### src/sv/pfba_pkg.sv
// ----------------------------------------------------------------------------
// pfba_pkg
// Shared constants, types and helpers of the phase-fold bin averager.
// ----------------------------------------------------------------------------
package pfba_pkg;

	localparam int MAX_BINS    = 64;
	localparam int MAX_SAMPLES = 65536;
	localparam int BIN_W       = $clog2(MAX_BINS);

	localparam int CNT_W  = 17;
	localparam int SUM_W  = 39;
	localparam int SQ_W   = 59;
	localparam int MAG_W  = 22;
	localparam int NB_W   = 7;
	localparam int EPO_W  = 54;
	localparam int FRQ_W  = 50;
	localparam int PH_W   = 16;
	localparam int SE_W   = 22;

	localparam logic [NB_W-1:0] MIN_BINS = NB_W'(5);
	localparam logic [SE_W-1:0] SE_MAX   = {SE_W{1'b1}};

	// Result status codes
	localparam logic [1:0] ST_OK     = 2'd0;
	localparam logic [1:0] ST_EMPTY  = 2'd1;
	localparam logic [1:0] ST_SINGLE = 2'd2;

	// Configuration register indexes (byte address = 8 * index)
	localparam logic [1:0] REG_BIN_COUNT = 2'd0;
	localparam logic [1:0] REG_EPOCH     = 2'd1;
	localparam logic [1:0] REG_FREQUENCY = 2'd2;

	typedef struct packed {
		logic        [CNT_W-1:0] cnt;
		logic signed [SUM_W-1:0] sum;
		logic        [SQ_W-1:0]  sq;
	} pfba_entry_t;

	typedef struct packed {
		pfba_entry_t      ent;
		logic [BIN_W-1:0] idx;
		logic [NB_W-1:0]  nbins;
	} pfba_stat_req_t;

	typedef struct packed {
		logic [MAG_W-1:0] mean;
		logic [SE_W-1:0]  se;
		logic [PH_W-1:0]  phase;
		logic [1:0]       status;
	} pfba_stat_res_t;

	// Clamp the programmed bin count into the supported range.
	function automatic logic [NB_W-1:0] active_bins(input logic [NB_W-1:0] bc);
		logic [NB_W-1:0] n;
		n = bc;
		if (n < MIN_BINS) n = MIN_BINS;
		if (n > NB_W'(MAX_BINS)) n = NB_W'(MAX_BINS);
		return n;
	endfunction

endpackage

### src/sv/pfba_phase.sv
// ----------------------------------------------------------------------------
// pfba_phase
// Folds a time into a phase and picks its bin.
// ----------------------------------------------------------------------------
module pfba_phase (
	input  logic                         clk,
	input  logic                         arst_n,
	input  logic                         start,
	input  logic [pfba_pkg::EPO_W-1:0]   obs_time,
	input  logic [pfba_pkg::EPO_W-1:0]   epoch,
	input  logic [pfba_pkg::FRQ_W-1:0]   frequency,
	input  logic [pfba_pkg::NB_W-1:0]    nbins,
	output logic                         done,
	output logic [pfba_pkg::BIN_W-1:0]   bin
);
	import pfba_pkg::*;

	logic [2:0]       step_q;
	logic             neg_q;
	logic [53:0]      d_q;
	logic [71:0]      acc_q;
	logic [79:0]      prod_q;
	logic             done_q;
	logic [BIN_W-1:0] bin_q;

	logic [26:0] pa;
	logic [24:0] pb;
	logic [6:0]  sh;
	logic [51:0] pp;
	logic [8:0]  c;
	logic [7:0]  j;

	always_comb begin
		pa = d_q[26:0];
		pb = frequency[24:0];
		sh = 7'd0;
		case (step_q)
			3'd2: begin
				pb = frequency[49:25];
				sh = 7'd25;
			end
			3'd3: begin
				pa = d_q[53:27];
				sh = 7'd27;
			end
			3'd4: begin
				pa = d_q[53:27];
				pb = frequency[49:25];
				sh = 7'd52;
			end
			default: ;
		endcase
		pp = 52'(pa) * 52'(pb);
		c  = 9'(prod_q[79:72]) + 9'(|prod_q[71:0]);
		j  = c[8:1];
	end

	always_ff @(posedge clk or negedge arst_n) begin
		if (!arst_n) begin
			step_q <= 3'd0;
			done_q <= 1'b0;
		end else begin
			done_q <= 1'b0;
			if (step_q == 3'd0) begin
				if (start) step_q <= 3'd1;
			end else if (step_q == 3'd7) begin
				step_q <= 3'd0;
				done_q <= 1'b1;
			end else begin
				step_q <= step_q + 3'd1;
			end
		end
	end

	always_ff @(posedge clk) begin
		if (step_q == 3'd0 && start) begin
			neg_q <= obs_time < epoch;
			d_q   <= (obs_time < epoch) ? epoch - obs_time : obs_time - epoch;
			acc_q <= '0;
		end else if (step_q >= 3'd1 && step_q <= 3'd4) begin
			acc_q <= acc_q + (72'(pp) << sh);
		end else if (step_q == 3'd5) begin
			// negative offsets fold from the top of the cycle
			if (neg_q) acc_q <= ~acc_q + 72'd1;
		end else if (step_q == 3'd6) begin
			prod_q <= 80'(acc_q) * 80'({nbins, 1'b0});
		end else if (step_q == 3'd7) begin
			bin_q <= (j >= 8'(nbins)) ? '0 : j[BIN_W-1:0];
		end
	end

	assign done = done_q;
	assign bin  = bin_q;

endmodule

### config.mk
export PLATFORM = sky130hd
export DESIGN_NAME = pfba_phase
export DESIGN_NICKNAME = d
export VERILOG_FILES = /design/src/sv/pfba_pkg.sv /design/src/sv/pfba_phase.sv
export SDC_FILE = /design/constraint.sdc
export NUM_CORES = 2
export LEC_CHECK = 0
export ABC_CLOCK_PERIOD_IN_PS = 12300
export BUFFER_PORTS_ARGS = -buffer_cell sky130_fd_sc_hd__buf_2
export CAP_MARGIN = 15
export CORE_MARGIN = 2
export CORE_UTILIZATION = 55
export DETAILED_ROUTE_END_ITERATION = 8
export HOLD_SLACK_MARGIN = 0.02
export PLACE_DENSITY = 0.72
export REMOVE_ABC_BUFFERS = 1
export SETUP_SLACK_MARGIN = 0.1
export SLEW_MARGIN = 25
export SYNTH_ARGS = -nofsm -noshare
export SYNTH_HDL_FRONTEND = slang
export SYNTH_SLANG_ARGS = --single-unit
### constraint.sdc
create_clock -name clk -period 12.3 [get_ports clk]
set_input_delay 0.615 -clock clk [delete_from_list [all_inputs] [get_ports clk]]
set_output_delay 0.615 -clock clk [all_outputs]
set_load 0.005 [all_outputs]
After elaboration in Yosys (flattened, before gate mapping)
Index checks and enable logic that the tools add are counted.

Add/subtract/negate cells: 6. Multiply operators: 2. Order comparisons: 4. Equality and inequality tests: 7. Shift operators: 1. Multiplexer cells: 12. Bitwise operators: 5. Reductions and logical operators: 11.

Operators with widths (number): 72-bit two-way mux (3); 54-bit subtractor (2); 72-bit by 7-bit multiplier with 79-bit output (1); 72-bit by 1-bit adder with 72-bit output (second input constant) (1); 72-bit adder (1); 72-bit inverter (1); 52-bit by 7-bit << shifter with 72-bit output (1); 71-bit OR reduction (1); 54-bit less-than comparator (1); 54-bit two-way mux (1); 27-bit by 25-bit multiplier with 52-bit output (1); 27-bit two-way mux (1); 25-bit two-way mux (1); 6-bit case mux with 3 select lines (1); 3-bit == test (second input constant) (4); 8-bit by 1-bit adder with 9-bit output (1); 3-bit two-way mux (3); 8-bit by 7-bit greater-or-equal comparator with 1-bit output (1); 3-bit by 2-bit == test with 1-bit output (second input constant) (2); 5-bit AND reduction (1); 1-bit inverter (4); 4-bit AND reduction (1); 2-bit nonzero test (2); 2-bit OR reduction (2); 8 further kinds (10).

Register bits: 216. Input bits: 168. Output and inout bits: 7. Word-level logic and storage cells: 55.

Depth between registers and ports, before layout
Word-level depth: 7. Depth in mapped cells: 50. Mapped depth without buffers: 45.

Worst setup path before layout
No wires, ideal clock.

Kind: register to register. From: reg step_q[0]. To: reg acc_q[71]. Library setup time: 72 ps. Data arrival time: 11183 ps. Data required time: 12228 ps. Path slack: 1046 ps. Cell stages (with the launch flop): 46. Buffers on the path: 5. Period minus slack after synthesis: 11254 ps. Cell sequence: dfrtp_1 inv_1 ha_1 and2_1 clkbuf_1 nor2_1 clkbuf_1 mux2i_1 clkbuf_1 nor2_1 fa_1 fa_1 inv_1 fa_1 fa_1 fa_1 inv_1 fa_1 [... 10 more ...] a2111oi_0 nor2_1 xnor2_1 a221o_1 ha_1 clkbuf_1 a21oi_1 o21ai_0 a221o_1 nand2_1 a31o_2 nand3_1 a21oi_2 o211ai_1 a221oi_1 xnor2_1 o21ai_1 mux2i_1.

Longest elaborated chain between the ends: 7. Elaborated cells between the ends (all ways): 21. Those cells by class: add/sub: 1; mul: 1; order compare: 2; eq/ne: 4; shift: 1; mux: 4; reduce/logical: 8.

Ends and longest elaborated chain: start: declaration (line pfba_phase.sv:18) `logic [2:0] step_q;`; start signal: assignment (line pfba_phase.sv:70) `step_q <= step_q + 3'd1;`; 3-bit == test or 3-bit by 2-bit == test with 1-bit output (tied branches) (line pfba_phase.sv:37) `case (step_q)`; 2-bit OR reduction (no source line); 27-bit two-way mux or 25-bit two-way mux (tied branches) (line pfba_phase.sv:37); 27-bit by 25-bit multiplier with 52-bit output (line pfba_phase.sv:53) `pp = 52'(pa) * 52'(pb);`; 52-bit by 7-bit << shifter with 72-bit output (line pfba_phase.sv:81) `acc_q <= acc_q + (72'(pp) << sh);`; 72-bit adder (line pfba_phase.sv:81); 72-bit two-way mux (line pfba_phase.sv:80) `end else if (step_q >= 3'd1 && step_q <= 3'd4) begin`; end signal: assignment (line pfba_phase.sv:81); end signal: assignment (line pfba_phase.sv:84) `if (neg_q) acc_q <= ~acc_q + 72'd1;`; end: declaration (line pfba_phase.sv:21) `logic [71:0] acc_q;`.

Several ways; a longest one is shown, not always the timed one. A chain may end at the register's enable or synchronous reset.

Worst setup path in the final report
Same ends and word-level chain as after synthesis.

==> results.cfg <==
[detailed_routing]
drc = 0
drt_iter0_drc = 4398
viasPerCell = 6.00
drtAntennaViolNets = 0
dr_total_vias = 51100
drt_wl_total_mm = 179
wire_per_inst_um = 21.0
dr.pass1.iters = 9

[clocking]
clock-root-buffer = clkbuf_16
clk_path_buf_depth = 3
cts_tree = yes
clk_latency_ps = 590
clk_pin_slew_ps = 60
cts.sinks = 216
htreeDepth = 1
cts_inserted_buffers = 26

[final_layout]
final_util_pct = 58.0
layout_common_cells = 1081 x inv_1, 1037 x nand2_1, 924 x fa_1
ff_latch_area_um2 = 5750
layout-drive-gt1-share_pct = 6.87
syn_to_final_growth_pct = 5.05
multi_input_comb_area_um2 = 47600
nets = 8669
n_fill_cell = 9813
final_common_cell = inv_1

[sta]
rsz0062_at_grt = no
hold_violations = 0
worst_pin_slew_ps = 1190
min_period_ps = 11780
slew_headroom_pct = 20.1
fin_crit_sh_pct = 95.8
finalSetupTns_ps = 0
worst_clock_skew_ps = 18.0
fin_ws_ps = 521
slew_viol_final = 0
timing.fmax_mhz = 84.9
setup_violations = 0
hold-worst-slack_ps = 373

[grt]
antenna_found_initial = 7
track_usage_pct = 32.3
grt_overflow = 0
grt_max_degree = 84
grt_pass1_wl_mm = 283
grt_pass1_vias = 50800

[critical_path]
endpoint_kind = flop
critPathLaunchType = flop
max_stage_delay_ps = 630
critPathRequiredTime_ps = 12820
path_class = reg -> reg
cp_slowest_cell = a211oi_1
arrival_ps = 12300
crit_top_cell = fa_1
critPathMaxFanout = 27

[placed_design]
dp_slack_ps = 364
io_buffers = 174
gp_routability_congestion = 1.05
hpwl_mm = 145

[synth]
synth-simple-area-share_pct = 16.8
synthAdderAreaFrac_pct = 41.6
post_synth_instance_area_um2 = 58900
synth-compound-area-share_pct = 15.1
synth_edf_count = 140
ys.warnings.count = 0
synth_seq_cells = 216
async_reset_ff_share_pct = 1.85
synth_xor_area_share_pct = 4.64
yosysUniqueCellTypes = 111
yosysSeqAreaShare_pct = 9.76
synthCells = 7203
syn_area_per_cell_um2 = 8.18
synth_top_family_by_area = adder cells
synth.area.mux_share_pct = 2.43
synth_ff_type = edfxtp_1

[floorplanning]
num_rows = 120
die_area_um2 = 110000
die_x_um = 331
start_util_pct = 55.3
die_y_um = 331
pin_count = 175
coreArea_um2 = 107000

[flow_run]
cap_violations = 0

[hold_path]
hp-class = in -> async

[run_status]
outcome = complete, no violations
## sequential cells by signal (all words and copies together), names as in the netlist
name and flops:
neg_q 1, prod_q 79, bin 6, d_q 54, done 1, step_q 3, acc_q 72
## metrics by stage
step                      instance area (um2)  cells
final                                   61900   8522
after global routing                    61900   8521
after CTS                               61700   8519
after detailed placement                60800   8470
after global placement                  60800   8470
after floorplan                         57200   6786
## cell families after synthesis
kind of cell / count (synthesis)
compound gates: 1390
flops: 216
mux: 135
buf+inv: 1501
fa+ha+maj: 1403
xor+xnor: 311
simple gates: 2247
## metal layers
metal	track usage (%)	vias to the layer above	routed length (um)
li1	-	23100	-
met1	44.8	25400	73900
met2	50.7	2273	80900
met3	6.63	429	17100
met4	11.0	4	7200
met5	0	-	22
## worst max-delay path: cells and delay by family (launching register included)
kind | cells | cell delay [ps]
AOI/OAI and AO/OA | 15 | 4120
xor gates and xnor gates | 1 | 120
adders and majority gates | 10 | 4420
buffers and inverters | 8 | 1070
DFF | 1 | 460
muxes | 2 | 620
and+or+nand+nor | 7 | 860
## cells in the mapped netlist, types with 41 or more instances
library cell	count	area, um2
a211oi_1	78	586
a21o_1	178	1340
a21oi_1	456	2280
a31oi_1	41	257
and2_1	132	826
clkbuf_1	355	1330
dfxtp_1	72	1440
edfxtp_1	140	4200
fa_1	924	18500
ha_1	479	5990
inv_1	1082	4060
mux2_2	53	597
mux2i_1	81	811
nand2_1	1037	3890
nand3_1	69	345
nand4_1	81	507
nor2_1	638	2390
nor2b_1	50	313
nor3_1	52	260
o21ai_0	274	1370
o21bai_1	70	526
xnor2_1	199	1740
xor2_1	111	972
## worst paths after layout
path	startpoint	endpoint	slack, ps	depth (start not counted)
worst min register to register	acc_q[71]	acc_q[71]	630	2
worst min-delay path	arst_n	done	370	2
worst max-delay path	step_q[0]	acc_q[71]	520	43
worst max register to register	step_q[0]	acc_q[71]	520	43
min in group clk	start	step_q[0]	380	3
max in group asynchronous	arst_n	step_q[0]	11780	2
## what timing repair did
action,CTS,global route
hold endpoints to repair,4,0
buffers inserted,0,1
resized for setup,0,26
hold buffers,1,0
endpoints found under the setup margin,0,28
## cell type report
cell class / instances / share of cell area, %
Antenna cell: 1 / 0.00404
Clock buffer: 36 / 1.22
Clock inverter: 12 / 0.273
Inverter: 1084 / 6.58
Multi-Input combinational cell: 5486 / 77.0
Sequential cell: 216 / 9.29
Tap cell: 1403 / 2.84
Timing Repair Buffer: 284 / 2.84
Power is not shown: default switching activity piles up to over one toggle a cycle in this logic, so the estimate is an artifact.
