$ cat config.mk
export PLATFORM = sky130hd
export DESIGN_NAME = pfba_stat
export DESIGN_NICKNAME = d
export VERILOG_FILES = /design/src/sv/pfba_pkg.sv /design/src/sv/pfba_stat.sv
export SDC_FILE = /design/constraint.sdc
export NUM_CORES = 2
export LEC_CHECK = 0
export ABC_AREA = 1
export BUFFER_PORTS_ARGS = -buffer_cell sky130_fd_sc_hd__buf_2
export CAP_MARGIN = 40
export CORE_UTILIZATION = 23
export CTS_CLUSTER_SIZE = 20
export DETAILED_ROUTE_END_ITERATION = 16
export GPL_ROUTABILITY_DRIVEN = 0
export HOLD_SLACK_MARGIN = 0.08
export SLEW_MARGIN = 10
export SYNTH_ARGS = -nofsm -noshare
export SYNTH_HDL_FRONTEND = slang
export SYNTH_SLANG_ARGS = --single-unit
$ cat constraint.sdc
create_clock -name clk -period 16.9 [get_ports clk]
set_input_delay 3.38 -clock clk [delete_from_list [all_inputs] [get_ports clk]]
set_output_delay 3.38 -clock clk [all_outputs]
set_load 0.1 [all_outputs]
$ cat src/sv/pfba_pkg.sv
// ----------------------------------------------------------------------------
// pfba_pkg
// Shared constants, types and helpers of the phase-fold bin averager.
// ----------------------------------------------------------------------------
package pfba_pkg;

	localparam int MAX_BINS    = 64;
	localparam int MAX_SAMPLES = 65536;
	localparam int BIN_W       = $clog2(MAX_BINS);

	localparam int CNT_W  = 17;
	localparam int SUM_W  = 39;
	localparam int SQ_W   = 59;
	localparam int MAG_W  = 22;
	localparam int NB_W   = 7;
	localparam int EPO_W  = 54;
	localparam int FRQ_W  = 50;
	localparam int PH_W   = 16;
	localparam int SE_W   = 22;

	localparam logic [NB_W-1:0] MIN_BINS = NB_W'(5);
	localparam logic [SE_W-1:0] SE_MAX   = {SE_W{1'b1}};

	// Result status codes
	localparam logic [1:0] ST_OK     = 2'd0;
	localparam logic [1:0] ST_EMPTY  = 2'd1;
	localparam logic [1:0] ST_SINGLE = 2'd2;

	// Configuration register indexes (byte address = 8 * index)
	localparam logic [1:0] REG_BIN_COUNT = 2'd0;
	localparam logic [1:0] REG_EPOCH     = 2'd1;
	localparam logic [1:0] REG_FREQUENCY = 2'd2;

	typedef struct packed {
		logic        [CNT_W-1:0] cnt;
		logic signed [SUM_W-1:0] sum;
		logic        [SQ_W-1:0]  sq;
	} pfba_entry_t;

	typedef struct packed {
		pfba_entry_t      ent;
		logic [BIN_W-1:0] idx;
		logic [NB_W-1:0]  nbins;
	} pfba_stat_req_t;

	typedef struct packed {
		logic [MAG_W-1:0] mean;
		logic [SE_W-1:0]  se;
		logic [PH_W-1:0]  phase;
		logic [1:0]       status;
	} pfba_stat_res_t;

	// Clamp the programmed bin count into the supported range.
	function automatic logic [NB_W-1:0] active_bins(input logic [NB_W-1:0] bc);
		logic [NB_W-1:0] n;
		n = bc;
		if (n < MIN_BINS) n = MIN_BINS;
		if (n > NB_W'(MAX_BINS)) n = NB_W'(MAX_BINS);
		return n;
	endfunction

endpackage

$ cat src/sv/pfba_stat.sv
// ----------------------------------------------------------------------------
// pfba_stat
// Per-bin statistics: phase, mean and standard error through one shared
// restoring divider, a serial multiplier and a bit-pair square root.
// ----------------------------------------------------------------------------
module pfba_stat (
	input  logic                     clk,
	input  logic                     arst_n,
	input  logic                     start,
	input  pfba_pkg::pfba_stat_req_t req,
	output logic                     done,
	output pfba_pkg::pfba_stat_res_t res
);
	import pfba_pkg::*;

	localparam int DIV_W = 76;
	localparam int DSR_W = 51;

	localparam logic [3:0] SS_IDLE  = 4'd0;
	localparam logic [3:0] SS_PH    = 4'd1;
	localparam logic [3:0] SS_MEAN  = 4'd2;
	localparam logic [3:0] SS_MULA  = 4'd3;
	localparam logic [3:0] SS_MULB  = 4'd4;
	localparam logic [3:0] SS_DEN1  = 4'd5;
	localparam logic [3:0] SS_DEN2  = 4'd6;
	localparam logic [3:0] SS_SUB   = 4'd7;
	localparam logic [3:0] SS_SEDIV = 4'd8;
	localparam logic [3:0] SS_SQRT  = 4'd9;

	logic [3:0]       state_q;
	logic [6:0]       it_q;
	logic             done_q;
	pfba_stat_res_t   res_q;
	pfba_stat_req_t   req_q;
	logic             neg_q;
	logic [SUM_W-1:0] mag_q;

	logic [DIV_W-1:0] num_q, quo_q, a_q;
	logic [DSR_W:0]   rem_q;
	logic [DSR_W-1:0] dsr_q, den_q;
	logic [33:0]      cc_q;
	logic [77:0]      acc_q, mcand_q;
	logic [SUM_W-1:0] mplier_q;
	logic [63:0]      v_q, root_q, bit_q;

	logic [DSR_W:0]   rem_sh, rem_n;
	logic             ge;
	logic [DIV_W-1:0] quo_n;
	logic [77:0]      acc_n;
	logic [63:0]      trial;
	logic [MAG_W-1:0] qm;

	always_comb begin
		rem_sh = {rem_q[DSR_W-1:0], num_q[DIV_W-1]};
		ge     = rem_sh >= {1'b0, dsr_q};
		rem_n  = ge ? rem_sh - {1'b0, dsr_q} : rem_sh;
		quo_n  = {quo_q[DIV_W-2:0], ge};
		acc_n  = acc_q + (mplier_q[0] ? mcand_q : 78'd0);
		trial  = root_q + bit_q;
		qm     = quo_n[MAG_W-1:0];
	end

	always_ff @(posedge clk or negedge arst_n) begin
		if (!arst_n) begin
			state_q <= SS_IDLE;
			done_q  <= 1'b0;
		end else begin
			done_q <= 1'b0;
			unique case (state_q)
				SS_IDLE:  if (start) state_q <= SS_PH;
				SS_PH: if (it_q == '0) begin
					if (req_q.ent.cnt == '0) begin
						state_q <= SS_IDLE;
						done_q  <= 1'b1;
					end else begin
						state_q <= SS_MEAN;
					end
				end
				SS_MEAN: if (it_q == '0) begin
					if (req_q.ent.cnt == CNT_W'(1)) begin
						state_q <= SS_IDLE;
						done_q  <= 1'b1;
					end else begin
						state_q <= SS_MULA;
					end
				end
				SS_MULA:  if (it_q == '0) state_q <= SS_MULB;
				SS_MULB:  if (it_q == '0) state_q <= SS_DEN1;
				SS_DEN1:  state_q <= SS_DEN2;
				SS_DEN2:  state_q <= SS_SUB;
				SS_SUB: begin
					if ({2'b0, a_q} < acc_q) begin
						state_q <= SS_IDLE;
						done_q  <= 1'b1;
					end else begin
						state_q <= SS_SEDIV;
					end
				end
				SS_SEDIV: if (it_q == '0) begin
					if (quo_n[DIV_W-1:64] != '0) begin
						state_q <= SS_IDLE;
						done_q  <= 1'b1;
					end else begin
						state_q <= SS_SQRT;
					end
				end
				SS_SQRT: if (it_q == '0) begin
					state_q <= SS_IDLE;
					done_q  <= 1'b1;
				end
				default:  state_q <= SS_IDLE;
			endcase
		end
	end

	always_ff @(posedge clk) begin
		case (state_q)
			SS_IDLE: if (start) begin
				req_q        <= req;
				neg_q        <= req.ent.sum < 0;
				mag_q        <= (req.ent.sum < 0) ? -req.ent.sum : req.ent.sum;
				res_q.mean   <= '0;
				res_q.se     <= '0;
				res_q.status <= (req.ent.cnt == '0) ? ST_EMPTY :
					(req.ent.cnt == CNT_W'(1)) ? ST_SINGLE : ST_OK;
				// bin centre: (j * 2^17 + n) / 2n
				num_q        <= DIV_W'({req.idx, 17'd0}) + DIV_W'(req.nbins);
				dsr_q        <= DSR_W'({req.nbins, 1'b0});
				rem_q        <= '0;
				quo_q        <= '0;
				it_q         <= 7'(DIV_W - 1);
			end
			SS_PH, SS_MEAN, SS_SEDIV: begin
				num_q <= num_q << 1;
				rem_q <= rem_n;
				quo_q <= quo_n;
				it_q  <= it_q - 7'd1;
				if (it_q == '0) begin
					if (state_q == SS_PH) begin
						res_q.phase <= quo_n[PH_W-1:0];
						num_q       <= DIV_W'(mag_q) + DIV_W'(req_q.ent.cnt[CNT_W-1:1]);
						dsr_q       <= DSR_W'(req_q.ent.cnt);
						rem_q       <= '0;
						quo_q       <= '0;
						it_q        <= 7'(DIV_W - 1);
					end else if (state_q == SS_MEAN) begin
						res_q.mean <= neg_q ? -qm : qm;
						mcand_q    <= 78'(req_q.ent.sq);
						mplier_q   <= SUM_W'(req_q.ent.cnt);
						acc_q      <= '0;
						it_q       <= 7'(CNT_W - 1);
					end else if (quo_n[DIV_W-1:64] != '0) begin
						res_q.se <= SE_MAX;
					end else begin
						v_q    <= quo_n[63:0];
						root_q <= '0;
						bit_q  <= 64'd1 << 62;
						it_q   <= 7'd31;
					end
				end
			end
			SS_MULA, SS_MULB: begin
				acc_q    <= acc_n;
				mcand_q  <= mcand_q << 1;
				mplier_q <= mplier_q >> 1;
				it_q     <= it_q - 7'd1;
				if (it_q == '0 && state_q == SS_MULA) begin
					a_q      <= acc_n[DIV_W-1:0];
					acc_q    <= '0;
					mcand_q  <= 78'(mag_q);
					mplier_q <= mag_q;
					it_q     <= 7'(SUM_W - 1);
				end
			end
			SS_DEN1: cc_q  <= 34'(req_q.ent.cnt) * 34'(req_q.ent.cnt);
			SS_DEN2: den_q <= DSR_W'(cc_q) * DSR_W'(req_q.ent.cnt - CNT_W'(1));
			SS_SUB: begin
				num_q <= a_q - acc_q[DIV_W-1:0];
				dsr_q <= den_q;
				rem_q <= '0;
				quo_q <= '0;
				it_q  <= 7'(DIV_W - 1);
			end
			SS_SQRT: begin
				if (v_q >= trial) begin
					v_q    <= v_q - trial;
					root_q <= (root_q >> 1) + bit_q;
				end else begin
					root_q <= root_q >> 1;
				end
				bit_q <= bit_q >> 2;
				it_q  <= it_q - 7'd1;
				if (it_q == '0) begin
					if (v_q >= trial)
						res_q.se <= (((root_q >> 1) + bit_q) > 64'(SE_MAX)) ? SE_MAX :
							SE_W'((root_q >> 1) + bit_q);
					else
						res_q.se <= ((root_q >> 1) > 64'(SE_MAX)) ? SE_MAX :
							SE_W'(root_q >> 1);
				end
			end
			default: ;
		endcase
	end

	assign done = done_q;
	assign res  = res_q;

endmodule

Word level (Yosys, flattened, before mapping):

Cells that the tools add are included.

* output and inout bits: 63
* flip-flop bits (word level): 991
* bits of input ports: 131

* multipliers: 2
* magnitude comparators: 6
* reduce and logical (&&, ||, !) cells: 26
* add/subtract/negate cells: 12
* multiplexer cells: 94
* equality and inequality tests: 26

Operators with widths (count)
* 64-bit 2-to-1 mux: 14
* 78-bit 2-to-1 mux: 9
* 64-bit case mux with 2 select lines: 3
* 51-bit 2-to-1 mux: 7
* 78-bit case mux with 2 select lines: 2
* 51-bit case mux with 3 select lines: 2
* 76-bit 2-to-1 mux: 3
* 76-bit case mux with 3 select lines: 1
* 75-bit 2-to-1 mux: 3
* 75-bit case mux with 3 select lines: 1
* 39-bit 2-to-1 mux: 5
* 22-bit 2-to-1 mux: 8
* 44-bit 2-to-1 mux: 2
* 78-bit adder: 1
* 76-bit by 78-bit < comparator with 1-bit output: 1
* 39-bit case mux with 2 select lines: 1
* 76-bit subtractor: 1
* 22-bit case mux with 3 select lines: 1
* 63-bit by 64-bit adder with 64-bit output: 1
* 64-bit adder: 1
* 64-bit greater-or-equal comparator: 1
* 64-bit by 22-bit > comparator with 1-bit output (second input constant): 1
* 64-bit subtractor: 1
* 63-bit by 22-bit > comparator with 1-bit output (second input constant): 1
* other kinds (44): 95

Depth between registers and ports, before layout:

* depth in word-level cells: 7
* mapped depth: 38

Worst setup path after synthesis:

No wires, ideal clock.

* kind: reg-to-reg
* start point: register it_q[0]
* end point: register acc_q[0] (enable)
* setup time: 1.037 ns
* required time: 15.863 ns
* cell stages (with the launch flop): 11
* slack: 0.338 ns
* arrival time: 15.525 ns
* period minus slack after synthesis: 16.562 ns
* cell sequence: edfxtp_1 > inv_1 > ha_1 > nand2_1 > nor3_1 > inv_1 > nor2_2 > inv_2 > nand2_1 > inv_1 > a211oi_1

* cells in the longest elaborated chain, start to end: 3

Ends and longest elaborated chain
* start, declared: RTL line pfba_stat.sv:31 `logic [6:0] it_q;`
* start signal, assigned: RTL line pfba_stat.sv:131 `it_q <= 7'(DIV_W - 1);`
* start signal, assigned: RTL line pfba_stat.sv:137 `it_q <= it_q - 7'd1;`
* start signal, assigned: RTL line pfba_stat.sv:145 `it_q <= 7'(DIV_W - 1);`
* 7-bit zero test: RTL line pfba_stat.sv:138 `if (it_q == '0) begin`
* 2-bit inequality test (no line)
* 4-bit AND reduction (no line)
* end signal, assigned: RTL line pfba_stat.sv:163 `acc_q <= acc_n;`
* end, declared: RTL line pfba_stat.sv:42 `logic [77:0] acc_q, mcand_q;`

Every way passes these cells.
A chain may end at the register's enable or synchronous reset.

Worst setup path after layout:

* start point: register req_q[111] in the netlist's numbering
* end point: register den_q[45] (data pin)

* cells in the longest elaborated chain, start to end: 2

Ends and longest elaborated chain
* start, declared: RTL line pfba_stat.sv:34 `pfba_stat_req_t req_q;`
* start signal, assigned: RTL line pfba_stat.sv:119 `req_q <= req;`
* 17-bit by 1-bit subtractor with 18-bit output: RTL line pfba_stat.sv:176 `SS_DEN2: den_q <= DSR_W'(cc_q) * DSR_W'(req_q.ent.cnt - CNT_W'(1));`
* 35-bit by 18-bit multiplier with 51-bit output: RTL line pfba_stat.sv:176
* end signal, assigned: RTL line pfba_stat.sv:176
* end, declared: RTL line pfba_stat.sv:40 `logic [DSR_W-1:0] dsr_q, den_q;`

Every way passes these cells.

==> impl_metrics.ini <==
[timing]
hold_viol_final = 0
timing.fmax_mhz = 108
rsz0062_at_grt = no
min_period_ps = 9230
relSlewSlack_pct = 37.1
slew_violations = 0
tightest_slew_ps = 930
skew_ps = 129
tns_ps = 0
setup_viol = 0
post-route-period-util_pct = 54.6

[clocking]
cts_buffer_depth = 4
clkTransAtPathRegs_ps = 60
numCtsBuffers = 118
hold_buffers = 0
cts_tree = yes
cts_sinks = 958
root_buffer = clkbuf_16
htree_levels = 3
insertion_delay_ps = 910
post_cts_buffers = 0
cts-resized-gates = 0

[setup_path]
crit_fanout = 37
cpMaxStageDelayCell = nor2_1
worst_ep_arrival_time_ps = 9750
crit_buf_inv = 11
worst-setup-path-type = register to register
crit_top_cell = inv_1
worst_ep_required_time_ps = 17420
startpoint_type = register
slowest_delay_ps = 610
path_delay_family = adder cells
end_kind = register

[logic_synthesis]
ys_async_sr_fraction_pct = 0.522
synthCells = 12202
yosys_warnings = 0
ys_ff_latch = 958
synth_edf_count = 953
yosysSeqAreaShare_pct = 30.4
ys_types = 66
synthFlopType = edfxtp_1
synth_area_um2 = 94700
synth_area_per_cell_um2 = 7.76

[global_routing]
grt_pass1_vias = 80054
antenna_found_initial = 17
grtUsageTotal_pct = 14.8
grt_overflow = 0
grt_max_degree = 79
grt_pass1_wl_mm = 476

[routing]
wirelength_mm = 315
viasPerCell = 4.59
drc_errors = 0
routedWlPerCell_um = 17.6
drtIter0Drc = 7674
drt-pass1-iter-count = 8
routed-via-count = 82170
final_antenna_net_count = 0

[die]
core_um2 = 410000
die_h_um = 644
die_x_um = 644
die_area_um2 = 414000
rows = 235
start_util_pct = 23.1
ioPinCount = 194

[min_path]
hp-class = register to register

[layout]
final_cell_mix = 2777 x nand2_1, 2453 x inv_1, 1390 x nor2_1
finalNetCount = 13819
finalNonFillerCells = 17918
drive_gt1_share_pct = 4.86
layout_commonest_cell = nand2_1
syn_to_final_growth_pct = 12.7

[job]
drv_cap = 0

[placement]
dp.cells = 17691
port-buffer-count = 193
dpl.hpwl_mm = 255

[status]
status = finished clean
==> worst paths after layout <==
check,depth (start not counted),startpoint,to,slack (ps)
setup / recovery,34,req_q[111],den_q[45],7670
hold / removal,2,den_q[21],dsr_q[21],460
setup reg to reg,34,req_q[111],den_q[45],7670
hold reg to reg,2,den_q[21],dsr_q[21],460
max in group asynchronous,1,arst_n,state_q[0],14260
min in group asynchronous,1,arst_n,done,2400
==> synthesized netlist by cell type, drive strengths merged, types with 37 or more instances <==
library cell / count / area (µm²)
nand3: 395 / 2000
nand4: 72 / 457
a21oi: 725 / 3640
buf: 82 / 420
a21boi: 37 / 278
o21bai: 72 / 541
nor3: 118 / 606
xnor2: 161 / 1410
o21ai: 684 / 3460
o22ai: 45 / 282
inv: 2465 / 9260
xor2: 221 / 1940
a21o: 61 / 458
o211ai: 53 / 398
fa: 704 / 14100
edfxtp: 953 / 28600
nor4: 50 / 334
nor2: 1411 / 5330
nand2: 2789 / 10500
ha: 623 / 7790
clkbuf: 200 / 751
a31oi: 62 / 388
==> sequential cells by signal, summed over array words and instances, names as in the netlist, 62 cells and up <==
signal   flops
acc_q       78
mcand_q     78
a_q         76
num_q       76
req_q       76
quo_q       75
root_q      64
v_q         64
res         62
==> tightest hold or removal path, stage by stage (launching register included) <==
cell,delay (ps)
edfxtp_1,320
inv_1,40
nor2_1,80
==> cell type report <==
cell class                 instances  area [µm²]
fill                           44671      303000
multi-input combinational       8502       55700
sequential                       958       28700
inverter                        2470        9280
tap                             5451        6820
clock buffer                     130        3000
timing repair buffer             311        2190
clock inverter                    85         908
antenna                           11        27.5
==> per-layer routing <==
metal  up-vias  global-route usage [%]  wire [µm]
met3       601                    2.21      23700
met1     39255                    19.3     132000
met2      3221                    24.4     145000
li1      39087                       -          -
met4         6                    5.66      13300
met5         -                       0         39
==> per-stage QoR <==
stage          instance area (µm²)  setup slack [ps]  util, %  hold slack, ps
2_1_floorplan                94700               338        -             426
3_3_place_gp                102000              8060     24.9             483
4_1_cts                     107000              7880     26.0             471
5_1_grt                     107000              7200     26.0             507
3_5_place_dp                103000              8020     25.1             495
6_report                    107000              7670     26.0             459
==> cells by family after synthesis <==
| logic type | after synthesis | synth area share [%] |
|---|---|---|
| flip-flops | 958 | 30.4 |
| XOR/XNOR | 382 | 3.53 |
| other | 2 | 0.00793 |
| buffers and inverters | 2752 | 11.0 |
| AND/OR/NAND/NOR | 4922 | 20.9 |
| AO/OA/AOI/OAI | 1859 | 11.0 |
| adder cells (fa/ha/maj) | 1327 | 23.1 |
Power is not shown: default switching activity piles up to over one toggle a cycle in this logic, so the estimate is an artifact.
